`src/rtl/mfpid_pkg.sv`:
```
package mfpid_pkg;

  // Field and datapath widths
  localparam int SAMPLE_W   = 16;
  localparam int FRAC_BITS  = 12;
  localparam int GAIN_W     = 24;
  localparam int DATA_W     = 32;
  localparam int DIR_W      = 2;
  localparam int MODE_W     = 3;
  localparam int CFG_IDX_W  = 3;
  localparam int ERR_W      = SAMPLE_W + 1;
  localparam int MULB_W     = DATA_W;
  localparam int PROD_W     = GAIN_W + MULB_W;
  localparam int ACC_W      = PROD_W + 2;
  localparam int BIAS_W     = 9;
  localparam int BAL_STEP   = 90;

  // Mode codes
  localparam logic [MODE_W-1:0] MODE_INC = 3'd0;
  localparam logic [MODE_W-1:0] MODE_POS = 3'd1;
  localparam logic [MODE_W-1:0] MODE_BAL = 3'd2;
  localparam logic [MODE_W-1:0] MODE_PO  = 3'd3;
  localparam logic [MODE_W-1:0] MODE_YAW = 3'd4;

  // Register indexes
  localparam logic [CFG_IDX_W-1:0] CFG_MODE   = 3'd0;
  localparam logic [CFG_IDX_W-1:0] CFG_GAIN_P = 3'd1;
  localparam logic [CFG_IDX_W-1:0] CFG_GAIN_I = 3'd2;
  localparam logic [CFG_IDX_W-1:0] CFG_GAIN_D = 3'd3;
  localparam logic [CFG_IDX_W-1:0] CFG_DMAX   = 3'd4;
  localparam logic [CFG_IDX_W-1:0] CFG_DMIN   = 3'd5;
  localparam logic [CFG_IDX_W-1:0] CFG_IMAX   = 3'd6;
  localparam logic [CFG_IDX_W-1:0] CFG_IMIN   = 3'd7;

  typedef enum logic [2:0] {
    ALU_NOP,
    ALU_LOAD,
    ALU_ADD,
    ALU_CLAMP,
    ALU_SHIFT
  } alu_op_e;

  typedef struct packed {
    alu_op_e                  op;
    logic signed [ACC_W-1:0]  operand;
    logic signed [DATA_W-1:0] hi;
    logic signed [DATA_W-1:0] lo;
  } alu_ctl_t;

  typedef struct packed {
    logic                     go;
    logic signed [GAIN_W-1:0] a;
    logic signed [MULB_W-1:0] b;
  } mul_ctl_t;

  // Integral bias per direction code in balance mode
  function automatic logic signed [BIAS_W-1:0] dir_bias(logic [DIR_W-1:0] dir);
    case (dir)
      2'b01:   return BIAS_W'(BAL_STEP);
      2'b11:   return -BIAS_W'(BAL_STEP);
      2'b10:   return -BIAS_W'(2 * BAL_STEP);
      default: return '0;
    endcase
  endfunction

endpackage

```
`src/rtl/mfpid_mul.sv`:
```
module mfpid_mul
  import mfpid_pkg::*;
(
  input  logic                     clk_i,
  input  mul_ctl_t                 ctl_i,
  output logic signed [PROD_W-1:0] prod_o
);

  logic signed [PROD_W-1:0] prod_q;

  // product holds until the next issue
  always_ff @(posedge clk_i) begin
    if (ctl_i.go) begin
      prod_q <= $signed(ctl_i.a) * $signed(ctl_i.b);
    end
  end

  assign prod_o = prod_q;

endmodule

```
`src/rtl/mfpid_alu.sv`:
```
module mfpid_alu
  import mfpid_pkg::*;
(
  input  logic                    clk_i,
  input  alu_ctl_t                ctl_i,
  output logic signed [ACC_W-1:0] acc_o
);

  logic signed [ACC_W-1:0] acc_q, acc_d;
  logic signed [ACC_W-1:0] hi_x, lo_x;

  assign hi_x = $signed({{(ACC_W-DATA_W){ctl_i.hi[DATA_W-1]}}, ctl_i.hi});
  assign lo_x = $signed({{(ACC_W-DATA_W){ctl_i.lo[DATA_W-1]}}, ctl_i.lo});

  always_comb begin
    acc_d = acc_q;
    case (ctl_i.op)
      ALU_LOAD:  acc_d = $signed(ctl_i.operand);
      ALU_ADD:   acc_d = acc_q + $signed(ctl_i.operand);
      ALU_CLAMP: begin
        // upper bound wins when bounds cross
        if (acc_q > hi_x) begin
          acc_d = hi_x;
        end else if (acc_q < lo_x) begin
          acc_d = lo_x;
        end
      end
      ALU_SHIFT: acc_d = acc_q >>> FRAC_BITS;  // floor rescale
      default:   acc_d = acc_q;
    endcase
  end

  always_ff @(posedge clk_i) begin
    acc_q <= acc_d;
  end

  assign acc_o = acc_q;

endmodule

```
`src/rtl/multi_form_pid_controller_top.sv`:
```
// Each input beat runs the microprogram of the mode, whose length in steps is:
//   incremental 5, positional/balance 10, proportional-outside 13,
//   yaw 4, unused codes 1. No new input beat is taken until the result of the last one
//   has moved into the output register. The steps share one 24x32 multiplier and one
//   accumulate/clamp ALU.
// Reset (async, active low): registers to defaults (mode positional, gains zero,
//   clamps full range), controller history cleared, output empty.
module multi_form_pid_controller_top
  import mfpid_pkg::*;
(
  input  logic                       clk_i,
  input  logic                       rst_ni,
  // input channel
  input  logic                       in_valid_i,
  output logic                       in_stall_o,
  input  logic signed [SAMPLE_W-1:0] measurement_i,
  input  logic signed [SAMPLE_W-1:0] target_i,
  input  logic signed [DIR_W-1:0]    direction_i,
  // output channel
  output logic                       out_valid_o,
  input  logic                       out_stall_i,
  output logic signed [DATA_W-1:0]   drive_o,
  // register write port
  input  logic                       cfg_we_i,
  input  logic [CFG_IDX_W-1:0]       cfg_idx_i,
  input  logic [DATA_W-1:0]          cfg_data_i
);

  localparam int PC_W = 4;
  localparam int D1_W = ERR_W + 1;   // first difference
  localparam int D2_W = ERR_W + 2;   // second difference

  typedef enum logic [2:0] {
    ST_IDLE = 3'b001,
    ST_RUN  = 3'b010,
    ST_DONE = 3'b100
  } state_e;

  // multiplier gain select
  typedef enum logic [1:0] {G_P, G_I, G_D} gsel_e;
  // multiplier second operand select
  typedef enum logic [2:0] {B_E, B_DE, B_D2E, B_MEAS, B_DMEAS, B_ACC} bsel_e;
  // ALU operand source
  typedef enum logic [2:0] {S_PROD, S_SUM, S_E, S_EFRAC, S_BIAS, S_LOUT} src_e;
  // clamp bound pair
  typedef enum logic [1:0] {C_SAT, C_INT, C_DRV} csel_e;

  typedef struct packed {
    logic    mul_go;
    gsel_e   gsel;
    bsel_e   bsel;
    alu_op_e aop;
    src_e    src;
    csel_e   csel;
    logic    save_sum;
    logic    last;
  } uop_t;

  function automatic uop_t mk_uop(logic mg, gsel_e g, bsel_e b, alu_op_e a, src_e s,
                                  csel_e c, logic sv, logic l);
    uop_t r;
    r.mul_go   = mg;
    r.gsel     = g;
    r.bsel     = b;
    r.aop      = a;
    r.src      = s;
    r.csel     = c;
    r.save_sum = sv;
    r.last     = l;
    return r;
  endfunction

  // Microprogram. A product issued at step k is read from the product
  // register at step k+1 (or later if no multiply is issued in between).
  function automatic uop_t fetch(logic [MODE_W-1:0] md, logic [PC_W-1:0] pc);
    uop_t r;
    r = mk_uop(1'b0, G_P, B_E, ALU_NOP, S_PROD, C_SAT, 1'b0, 1'b1);
    case (md)
      MODE_INC: begin
        case (pc)
          0: r = mk_uop(1'b1, G_P, B_DE,  ALU_LOAD,  S_LOUT, C_SAT, 1'b0, 1'b0);
          1: r = mk_uop(1'b1, G_I, B_E,   ALU_ADD,   S_PROD, C_SAT, 1'b0, 1'b0);
          2: r = mk_uop(1'b1, G_D, B_D2E, ALU_ADD,   S_PROD, C_SAT, 1'b0, 1'b0);
          3: r = mk_uop(1'b0, G_P, B_E,   ALU_ADD,   S_PROD, C_SAT, 1'b0, 1'b0);
          default: r = mk_uop(1'b0, G_P, B_E, ALU_CLAMP, S_PROD, C_DRV, 1'b0, 1'b1);
        endcase
      end
      MODE_POS, MODE_BAL: begin
        case (pc)
          0: r = mk_uop(1'b0, G_P, B_E,   ALU_LOAD,  S_SUM,  C_SAT, 1'b0, 1'b0);
          1: r = mk_uop(1'b0, G_P, B_E,   ALU_ADD,   S_E,    C_SAT, 1'b0, 1'b0);
          2: r = mk_uop(1'b0, G_P, B_E,   ALU_ADD,   S_BIAS, C_SAT, 1'b0, 1'b0);
          3: r = mk_uop(1'b0, G_P, B_E,   ALU_CLAMP, S_PROD, C_SAT, 1'b0, 1'b0);
          4: r = mk_uop(1'b1, G_I, B_ACC, ALU_NOP,   S_PROD, C_SAT, 1'b1, 1'b0);
          5: r = mk_uop(1'b0, G_P, B_E,   ALU_LOAD,  S_PROD, C_SAT, 1'b0, 1'b0);
          6: r = mk_uop(1'b1, G_P, B_E,   ALU_CLAMP, S_PROD, C_INT, 1'b0, 1'b0);
          7: r = mk_uop(1'b1, G_D, B_DE,  ALU_ADD,   S_PROD, C_SAT, 1'b0, 1'b0);
          8: r = mk_uop(1'b0, G_P, B_E,   ALU_ADD,   S_PROD, C_SAT, 1'b0, 1'b0);
          default: r = mk_uop(1'b0, G_P, B_E, ALU_CLAMP, S_PROD, C_DRV, 1'b0, 1'b1);
        endcase
      end
      MODE_PO: begin
        case (pc)
          0:  r = mk_uop(1'b0, G_P, B_E,   ALU_LOAD,  S_SUM,   C_SAT, 1'b0, 1'b0);
          1:  r = mk_uop(1'b0, G_P, B_E,   ALU_ADD,   S_E,     C_SAT, 1'b0, 1'b0);
          2:  r = mk_uop(1'b0, G_P, B_E,   ALU_CLAMP, S_PROD,  C_SAT, 1'b0, 1'b0);
          3:  r = mk_uop(1'b1, G_I, B_ACC, ALU_NOP,   S_PROD,  C_SAT, 1'b1, 1'b0);
          4:  r = mk_uop(1'b0, G_P, B_E,   ALU_LOAD,  S_PROD,  C_SAT, 1'b0, 1'b0);
          5:  r = mk_uop(1'b1, G_D, B_DE,  ALU_CLAMP, S_PROD,  C_INT, 1'b0, 1'b0);
          6:  r = mk_uop(1'b0, G_P, B_E,   ALU_ADD,   S_EFRAC, C_SAT, 1'b0, 1'b0);
          7:  r = mk_uop(1'b0, G_P, B_E,   ALU_ADD,   S_PROD,  C_SAT, 1'b0, 1'b0);
          8:  r = mk_uop(1'b0, G_P, B_E,   ALU_CLAMP, S_PROD,  C_SAT, 1'b0, 1'b0);
          9:  r = mk_uop(1'b1, G_P, B_ACC, ALU_NOP,   S_PROD,  C_SAT, 1'b0, 1'b0);
          10: r = mk_uop(1'b0, G_P, B_E,   ALU_LOAD,  S_PROD,  C_SAT, 1'b0, 1'b0);
          11: r = mk_uop(1'b0, G_P, B_E,   ALU_SHIFT, S_PROD,  C_SAT, 1'b0, 1'b0);
          default: r = mk_uop(1'b0, G_P, B_E, ALU_CLAMP, S_PROD, C_DRV, 1'b0, 1'b1);
        endcase
      end
      MODE_YAW: begin
        case (pc)
          0: r = mk_uop(1'b1, G_P, B_MEAS,  ALU_NOP,  S_PROD, C_SAT, 1'b0, 1'b0);
          1: r = mk_uop(1'b1, G_D, B_DMEAS, ALU_LOAD, S_PROD, C_SAT, 1'b0, 1'b0);
          2: r = mk_uop(1'b0, G_P, B_E,     ALU_ADD,  S_PROD, C_SAT, 1'b0, 1'b0);
          default: r = mk_uop(1'b0, G_P, B_E, ALU_CLAMP, S_PROD, C_DRV, 1'b0, 1'b1);
        endcase
      end
      default: begin
        // unused mode: repeat the last drive, no clamp, history untouched
        r = mk_uop(1'b0, G_P, B_E, ALU_LOAD, S_LOUT, C_SAT, 1'b0, 1'b1);
      end
    endcase
    return r;
  endfunction

  // ---------------------------------------------------------------------------
  // Registers
  // ---------------------------------------------------------------------------
  logic [MODE_W-1:0]        mode_q;
  logic signed [GAIN_W-1:0] gain_p_q, gain_i_q, gain_d_q;
  logic signed [DATA_W-1:0] drive_max_q, drive_min_q, integ_max_q, integ_min_q;

  always_ff @(posedge clk_i or negedge rst_ni) begin
    if (!rst_ni) begin
      mode_q      <= MODE_POS;
      gain_p_q    <= '0;
      gain_i_q    <= '0;
      gain_d_q    <= '0;
      drive_max_q <= {1'b0, {(DATA_W-1){1'b1}}};
      drive_min_q <= {1'b1, {(DATA_W-1){1'b0}}};
      integ_max_q <= {1'b0, {(DATA_W-1){1'b1}}};
      integ_min_q <= {1'b1, {(DATA_W-1){1'b0}}};
    end else if (cfg_we_i) begin
      case (cfg_idx_i)
        CFG_MODE:   mode_q      <= cfg_data_i[MODE_W-1:0];
        CFG_GAIN_P: gain_p_q    <= cfg_data_i[GAIN_W-1:0];
        CFG_GAIN_I: gain_i_q    <= cfg_data_i[GAIN_W-1:0];
        CFG_GAIN_D: gain_d_q    <= cfg_data_i[GAIN_W-1:0];
        CFG_DMAX:   drive_max_q <= cfg_data_i;
        CFG_DMIN:   drive_min_q <= cfg_data_i;
        CFG_IMAX:   integ_max_q <= cfg_data_i;
        CFG_IMIN:   integ_min_q <= cfg_data_i;
        default: ;
      endcase
    end
  end

  // ---------------------------------------------------------------------------
  // Sequencer
  // ---------------------------------------------------------------------------
  state_e            state_q, state_d;
  logic [PC_W-1:0]   pc_q, pc_d;
  uop_t              uop;
  logic              run;
  logic              in_beat;
  logic              out_load;
  logic              out_valid_q;

  assign uop      = fetch(mode_q, pc_q);
  assign run      = (state_q == ST_RUN);
  assign in_stall_o = (state_q != ST_IDLE);
  assign in_beat  = in_valid_i && (state_q == ST_IDLE);
  // the result moves into the output register once that register is free
  assign out_load = (state_q == ST_DONE) && (!out_valid_q || !out_stall_i);

  always_comb begin
    state_d = state_q;
    pc_d    = pc_q;
    case (state_q)
      ST_IDLE: begin
        if (in_valid_i) begin
          state_d = ST_RUN;
          pc_d    = '0;
        end
      end
      ST_RUN: begin
        if (uop.last) begin
          state_d = ST_DONE;
        end else begin
          pc_d = pc_q + 1'b1;
        end
      end
      ST_DONE: begin
        if (out_load) begin
          state_d = ST_IDLE;
        end
      end
      default: state_d = ST_IDLE;
    endcase
  end

  always_ff @(posedge clk_i or negedge rst_ni) begin
    if (!rst_ni) begin
      state_q <= ST_IDLE;
      pc_q    <= '0;
    end else begin
      state_q <= state_d;
      pc_q    <= pc_d;
    end
  end

  // ---------------------------------------------------------------------------
  // Item capture
  // ---------------------------------------------------------------------------
  logic signed [SAMPLE_W-1:0] meas_q;
  logic signed [ERR_W-1:0]    e_q;
  logic signed [BIAS_W-1:0]   bias_q;

  always_ff @(posedge clk_i) begin
    if (in_beat) begin
      meas_q <= measurement_i;
      e_q    <= {target_i[SAMPLE_W-1], target_i}
              - {measurement_i[SAMPLE_W-1], measurement_i};
      bias_q <= (mode_q == MODE_BAL) ? dir_bias(direction_i) : '0;
    end
  end

  // ---------------------------------------------------------------------------
  // Controller history
  // ---------------------------------------------------------------------------
  logic signed [ERR_W-1:0]    last_err_q, prior_err_q;
  logic signed [DATA_W-1:0]   err_sum_q;
  logic signed [DATA_W-1:0]   last_out_q;
  logic signed [SAMPLE_W-1:0] last_meas_q;
  logic signed [ACC_W-1:0]    acc;
  logic                       err_mode;

  assign err_mode = (mode_q == MODE_INC) || (mode_q == MODE_POS)
                 || (mode_q == MODE_BAL) || (mode_q == MODE_PO);

  always_ff @(posedge clk_i or negedge rst_ni) begin
    if (!rst_ni) begin
      last_err_q  <= '0;
      prior_err_q <= '0;
      err_sum_q   <= '0;
      last_out_q  <= '0;
      last_meas_q <= '0;
    end else begin
      // saturated sum sits in the accumulator one step after its clamp
      if (run && uop.save_sum) begin
        err_sum_q <= acc[DATA_W-1:0];
      end
      if (out_load) begin
        last_out_q <= acc[DATA_W-1:0];
        if (err_mode) begin
          prior_err_q <= last_err_q;
          last_err_q  <= e_q;
        end
        if (mode_q == MODE_YAW) begin
          last_meas_q <= meas_q;
        end
      end
    end
  end

  // ---------------------------------------------------------------------------
  // Operand selection
  // ---------------------------------------------------------------------------
  logic signed [D1_W-1:0]   de;
  logic signed [D2_W-1:0]   d2e;
  logic signed [ERR_W-1:0]  dmeas;
  logic signed [PROD_W-1:0] prod;
  logic signed [ACC_W-1:0]  e_ext;
  mul_ctl_t                 mul_ctl;
  alu_ctl_t                 alu_ctl;

  assign de    = {e_q[ERR_W-1], e_q} - {last_err_q[ERR_W-1], last_err_q};
  assign d2e   = {{2{e_q[ERR_W-1]}}, e_q}
               - {last_err_q[ERR_W-1], last_err_q, 1'b0}
               + {{2{prior_err_q[ERR_W-1]}}, prior_err_q};
  assign dmeas = {meas_q[SAMPLE_W-1], meas_q} - {last_meas_q[SAMPLE_W-1], last_meas_q};
  assign e_ext = {{(ACC_W-ERR_W){e_q[ERR_W-1]}}, e_q};

  always_comb begin
    mul_ctl.go = run && uop.mul_go;
    case (uop.gsel)
      G_P:     mul_ctl.a = gain_p_q;
      G_I:     mul_ctl.a = gain_i_q;
      G_D:     mul_ctl.a = gain_d_q;
      default: mul_ctl.a = gain_p_q;
    endcase
    case (uop.bsel)
      B_E:     mul_ctl.b = {{(MULB_W-ERR_W){e_q[ERR_W-1]}}, e_q};
      B_DE:    mul_ctl.b = {{(MULB_W-D1_W){de[D1_W-1]}}, de};
      B_D2E:   mul_ctl.b = {{(MULB_W-D2_W){d2e[D2_W-1]}}, d2e};
      B_MEAS:  mul_ctl.b = {{(MULB_W-SAMPLE_W){meas_q[SAMPLE_W-1]}}, meas_q};
      B_DMEAS: mul_ctl.b = {{(MULB_W-ERR_W){dmeas[ERR_W-1]}}, dmeas};
      B_ACC:   mul_ctl.b = acc[MULB_W-1:0];
      default: mul_ctl.b = '0;
    endcase
  end

  always_comb begin
    alu_ctl.op = run ? uop.aop : ALU_NOP;
    case (uop.src)
      S_PROD:  alu_ctl.operand = {{(ACC_W-PROD_W){prod[PROD_W-1]}}, prod};
      S_SUM:   alu_ctl.operand = {{(ACC_W-DATA_W){err_sum_q[DATA_W-1]}}, err_sum_q};
      S_E:     alu_ctl.operand = e_ext;
      S_EFRAC: alu_ctl.operand = e_ext <<< FRAC_BITS;
      S_BIAS:  alu_ctl.operand = {{(ACC_W-BIAS_W){bias_q[BIAS_W-1]}}, bias_q};
      S_LOUT:  alu_ctl.operand = {{(ACC_W-DATA_W){last_out_q[DATA_W-1]}}, last_out_q};
      default: alu_ctl.operand = '0;
    endcase
    case (uop.csel)
      C_INT: begin
        alu_ctl.hi = integ_max_q;
        alu_ctl.lo = integ_min_q;
      end
      C_DRV: begin
        alu_ctl.hi = drive_max_q;
        alu_ctl.lo = drive_min_q;
      end
      default: begin
        // 32-bit saturation
        alu_ctl.hi = {1'b0, {(DATA_W-1){1'b1}}};
        alu_ctl.lo = {1'b1, {(DATA_W-1){1'b0}}};
      end
    endcase
  end

  mfpid_mul u_mul (
    .clk_i  (clk_i),
    .ctl_i  (mul_ctl),
    .prod_o (prod)
  );

  mfpid_alu u_alu (
    .clk_i (clk_i),
    .ctl_i (alu_ctl),
    .acc_o (acc)
  );

  // ---------------------------------------------------------------------------
  // Output register: holds one finished beat while the sink stalls
  // ---------------------------------------------------------------------------
  logic signed [DATA_W-1:0] drive_q;

  always_ff @(posedge clk_i or negedge rst_ni) begin
    if (!rst_ni) begin
      out_valid_q <= 1'b0;
    end else if (out_load) begin
      out_valid_q <= 1'b1;
    end else if (!out_stall_i) begin
      out_valid_q <= 1'b0;
    end
  end

  always_ff @(posedge clk_i) begin
    if (out_load) begin
      drive_q <= acc[DATA_W-1:0];
    end
  end

  assign out_valid_o = out_valid_q;
  assign drive_o     = drive_q;

endmodule

```
`config.mk`:
```
export PLATFORM = sky130hd
export DESIGN_NAME = multi_form_pid_controller_top
export DESIGN_NICKNAME = d
export VERILOG_FILES = /design/src/rtl/mfpid_pkg.sv /design/src/rtl/mfpid_mul.sv /design/src/rtl/mfpid_alu.sv /design/src/rtl/multi_form_pid_controller_top.sv
export SDC_FILE = /design/constraint.sdc
export NUM_CORES = 2
export LEC_CHECK = 0
export ABC_AREA = 1
export BUFFER_PORTS_ARGS = -buffer_cell sky130_fd_sc_hd__buf_2
export CORE_MARGIN = 2
export CORE_UTILIZATION = 45
export CTS_BUF_LIST = sky130_fd_sc_hd__clkbuf_8
export DETAILED_ROUTE_END_ITERATION = 7
export SLEW_MARGIN = 20
export SYNTH_ARGS = -nofsm -noshare
export SYNTH_HDL_FRONTEND = slang
export SYNTH_HIERARCHICAL = 1
export SYNTH_SLANG_ARGS = --single-unit
```
`constraint.sdc`:
```
create_clock -name clk_i -period 26.4 [get_ports clk_i]
set_input_delay 1.32 -clock clk_i [delete_from_list [all_inputs] [get_ports clk_i]]
set_output_delay 1.32 -clock clk_i [all_outputs]
set_load 0.05 [all_outputs]
```
==> results.py <==
metrics = {
    "timing": {
        "timing.fmax_ghz": 0.0966,
        "period_share_pct": 39.2,
        "setup_tns_ns": 0,
        "hold_ws_ns": 0.484,
        "maxSlewViolCount": 0,
        "hold_viol": 0,
        "tightest_slew_ns": 1.06,
        "clock_skew_ns": 0.0665,
        "period_minus_slack_ns": 10.36,
        "max-slew-margin-rel_pct": 28.8,
        "rsz0062_at_grt": "false",
        "setup_viol": 0,
    },
    "setup_path": {
        "cp_max_fo": 24,
        "regToRegSetupSlack_ns": 16.04,
        "cpLargestDelayFamily": "adder cells",
        "crit_buf_inv": 9,
        "cp.arrival_ns": 10.85,
        "cp_slowest_stage_delay_ns": 0.74,
        "start_kind": "register",
        "crit_path_end_kind": "register",
        "worstPathRequired_ns": 26.90,
        "crit_type": "register to register",
        "r2r_end": "u_mul/prod_o[53]",
        "cp_slowest_cell": "fa_1",
        "crit-reg2reg-launch": "e_q[8]",
        "reg2reg_depth": 37,
        "worst_path_most_repeated_cell": "nand2_1",
    },
    "cts": {
        "clock_latency_ns": 0.79,
        "numCtsBuffers": 91,
        "holdBufCountCts": 0,
        "path_clk_slew_ns": 0.06,
        "postCtsSetupBuffers": 0,
        "cts.sinks": 509,
        "h-tree-depth": 3,
        "clock-root-buffer": "clkbuf_8",
        "cts_buffer_depth": 3,
        "cts_resized": 0,
        "tritoncts": "built",
    },
    "global_routing": {
        "antenna_found_initial": 2,
        "grt_use_total_pct": 31.5,
        "grt_overflow": 0,
        "grt_pass1_vias": 58100,
        "grt_max_degree": 167,
        "grt_first_pass_wirelength_um": 350000,
    },
    "synthesis": {
        "syn_nets": 9862,
        "synth_area_um2": 64100,
        "syn_area_per_cell_um2": 7.47,
        "synth_cells": 8579,
        "ys_warn_count": 6,
        "seq_area_frac_synth_pct": 21.4,
        "synth-seq-cells": 509,
        "synth-async-reset-ratio_pct": 63.9,
        "synth_edf_count": 184,
        "synth_ff_type": "dfrtp_1",
        "synth.distinct_cells": 57,
    },
    "placement": {
        "io_buffers": 107,
        "place_hpwl_um": 178000,
        "gp_congestion": 1.00,
    },
    "min_path": {
        "hp-start": "drive_min_q[10]",
        "min_to": "drive_min_q[10]",
        "hold_path_depth": 2,
        "hp-class": "register to register",
    },
    "routing": {
        "drt_iter0_markers": 4749,
        "remaining_drc_errors": 1,
        "vias": 56400,
        "drt_pass1_iterations": 8,
        "wl_per_cell_um": 21.5,
        "post_drt_via_cell_ratio": 5.34,
        "drtAntennaViolNets": 0,
        "drt-total-wl_um": 227000,
    },
    "cells_and_area": {
        "syn_to_final_growth_pct": 7.80,
        "drive_gt1_share_pct": 6.81,
        "num-fill-cells": 14300,
        "layout.nets": 9872,
    },
    "run": {
        "maxCapViolations": 0,
    },
    "floorplanning": {
        "coreArea_um2": 141000,
        "row_count": 138,
        "fp.dieH_um": 381,
        "die_area_um2": 145000,
        "io_pins": 108,
        "die_w_um": 381,
        "start_util_pct": 45.3,
    },
    "status": {
        "outcome": "finished with violations",
        "violations": "DRC",
    },
}
synthesized netlist by cell type (25+ instances only):
master / instances / area share, %
dfrtp_1: 259 / 10
nor2_2: 25 / 0.24
edfxtp_1: 184 / 8.6
nand4_1: 147 / 1.4
nand2_1: 2400 / 14
ha_1: 405 / 7.9
or2_2: 26 / 0.25
clkbuf_1: 253 / 1.5
a221o_1: 32 / 0.50
nand3b_1: 37 / 0.43
nor3_1: 39 / 0.30
a21oi_1: 410 / 3.2
fa_1: 804 / 25
buf_2: 29 / 0.23
nand3_1: 281 / 2.2
xor2_1: 54 / 0.74
inv_1: 1888 / 11
o21ai_0: 459 / 3.6
nor2_1: 569 / 3.3
dfstp_2: 66 / 2.7
cell type report:
type | count | area (um^2) | share of cell area (%)
clock buffers | 107 | 1470 | 2.13
clock inverters | 65 | 644 | 0.932
flip-flops and latches | 509 | 13700 | 19.9
repair buffers | 211 | 1340 | 1.94
multi-input cells | 5872 | 42400 | 61.3
inverters | 1904 | 7150 | 10.3
well taps | 1890 | 2360 | 3.42
diodes | 2 | 5.00 | 0.00724
how the worst max path moves through the flow:
stage / startpoint / to / cells after the start
global route: e_q[8] / u_mul/prod_o[55] / 41
floorplan: pc_q[1] / u_mul/prod_o[55] / 41
global placement: e_q[8] / u_mul/prod_o[55] / 40
finish: e_q[8] / u_mul/prod_o[53] / 37
detailed placement: e_q[8] / u_mul/prod_o[50] / 37
CTS: e_q[8] / u_mul/prod_o[55] / 40
logic make-up (layout without fill, tap and decap cells):
family	after synthesis	in the layout	share of synthesized area (%)
buf+inv	2198	2287	13.0
simple gates	3596	3596	23.2
other cells	0	2	0
flops	509	509	21.4
mux	1	1	0.0176
fa+ha+maj	1209	1209	33.0
xor+xnor	70	70	0.956
compound gates	996	996	8.39
sequential cells by signal (all words and copies together) (netlist names), 32 cells and up:
signal / flops
integ_max_q: 32
integ_min_q: 32
u_mul/prod_o: 56
err_sum_q: 32
drive_o: 32
drive_min_q: 32
last_out_q: 32
drive_max_q: 32
u_alu/acc_o: 58
per-stage QoR:
stage / worst slack (ns) / utilization [%] / cells / area (um^2)
final: 16.04 / 48.9 / 10600 / 69100
after global routing: 15.32 / 48.9 / 10600 / 69100
after CTS: 16.02 / 48.9 / 10600 / 69100
after detailed placement: 16.09 / 47.4 / 10400 / 67000
after global placement: 16.20 / 47.4 / 10400 / 67000
after floorplan: 17.64 / - / 8579 / 64100
per-layer routing:
metal  up-vias  share of wire [%]  track usage [%]
met2      2157                 46             51.7
li1      26100                  -                -
met5         -                  0                0
met3       485                6.8             4.02
met1     27700                 42             41.7
met4         0                4.9             13.8
placed cells by master (no fill, tap or decap), drive strengths merged, types with 6 or more instances in the layout:
master / count
a21boi: 23
a21o: 14
a21oi: 411
a221o: 32
buf: 211
bufinv: 11
clkbuf: 107
clkinv: 18
dfrtp: 259
dfstp: 66
edfxtp: 184
fa: 804
ha: 405
inv: 1935
nand2: 2423
nand3: 296
nand3b: 37
nand4: 147
nor2: 603
nor3: 43
nor4: 12
o21a: 6
o21ai: 465
o21bai: 22
or2: 26
xnor2: 16
xor2: 54
worst register-to-register path: cells and delay by family (launching register included):
| kind | cells | cell delay (ns) |
|---|---|---|
| AOI/OAI and AO/OA | 1 | 0.19 |
| adders and majority gates | 10 | 5.43 |
| buffers and inverters | 9 | 1.00 |
| DFF | 1 | 0.45 |
| and+or+nand+nor | 17 | 3.00 |
Power is not shown: default switching activity piles up to over one toggle a cycle in this logic, so the estimate is an artifact.
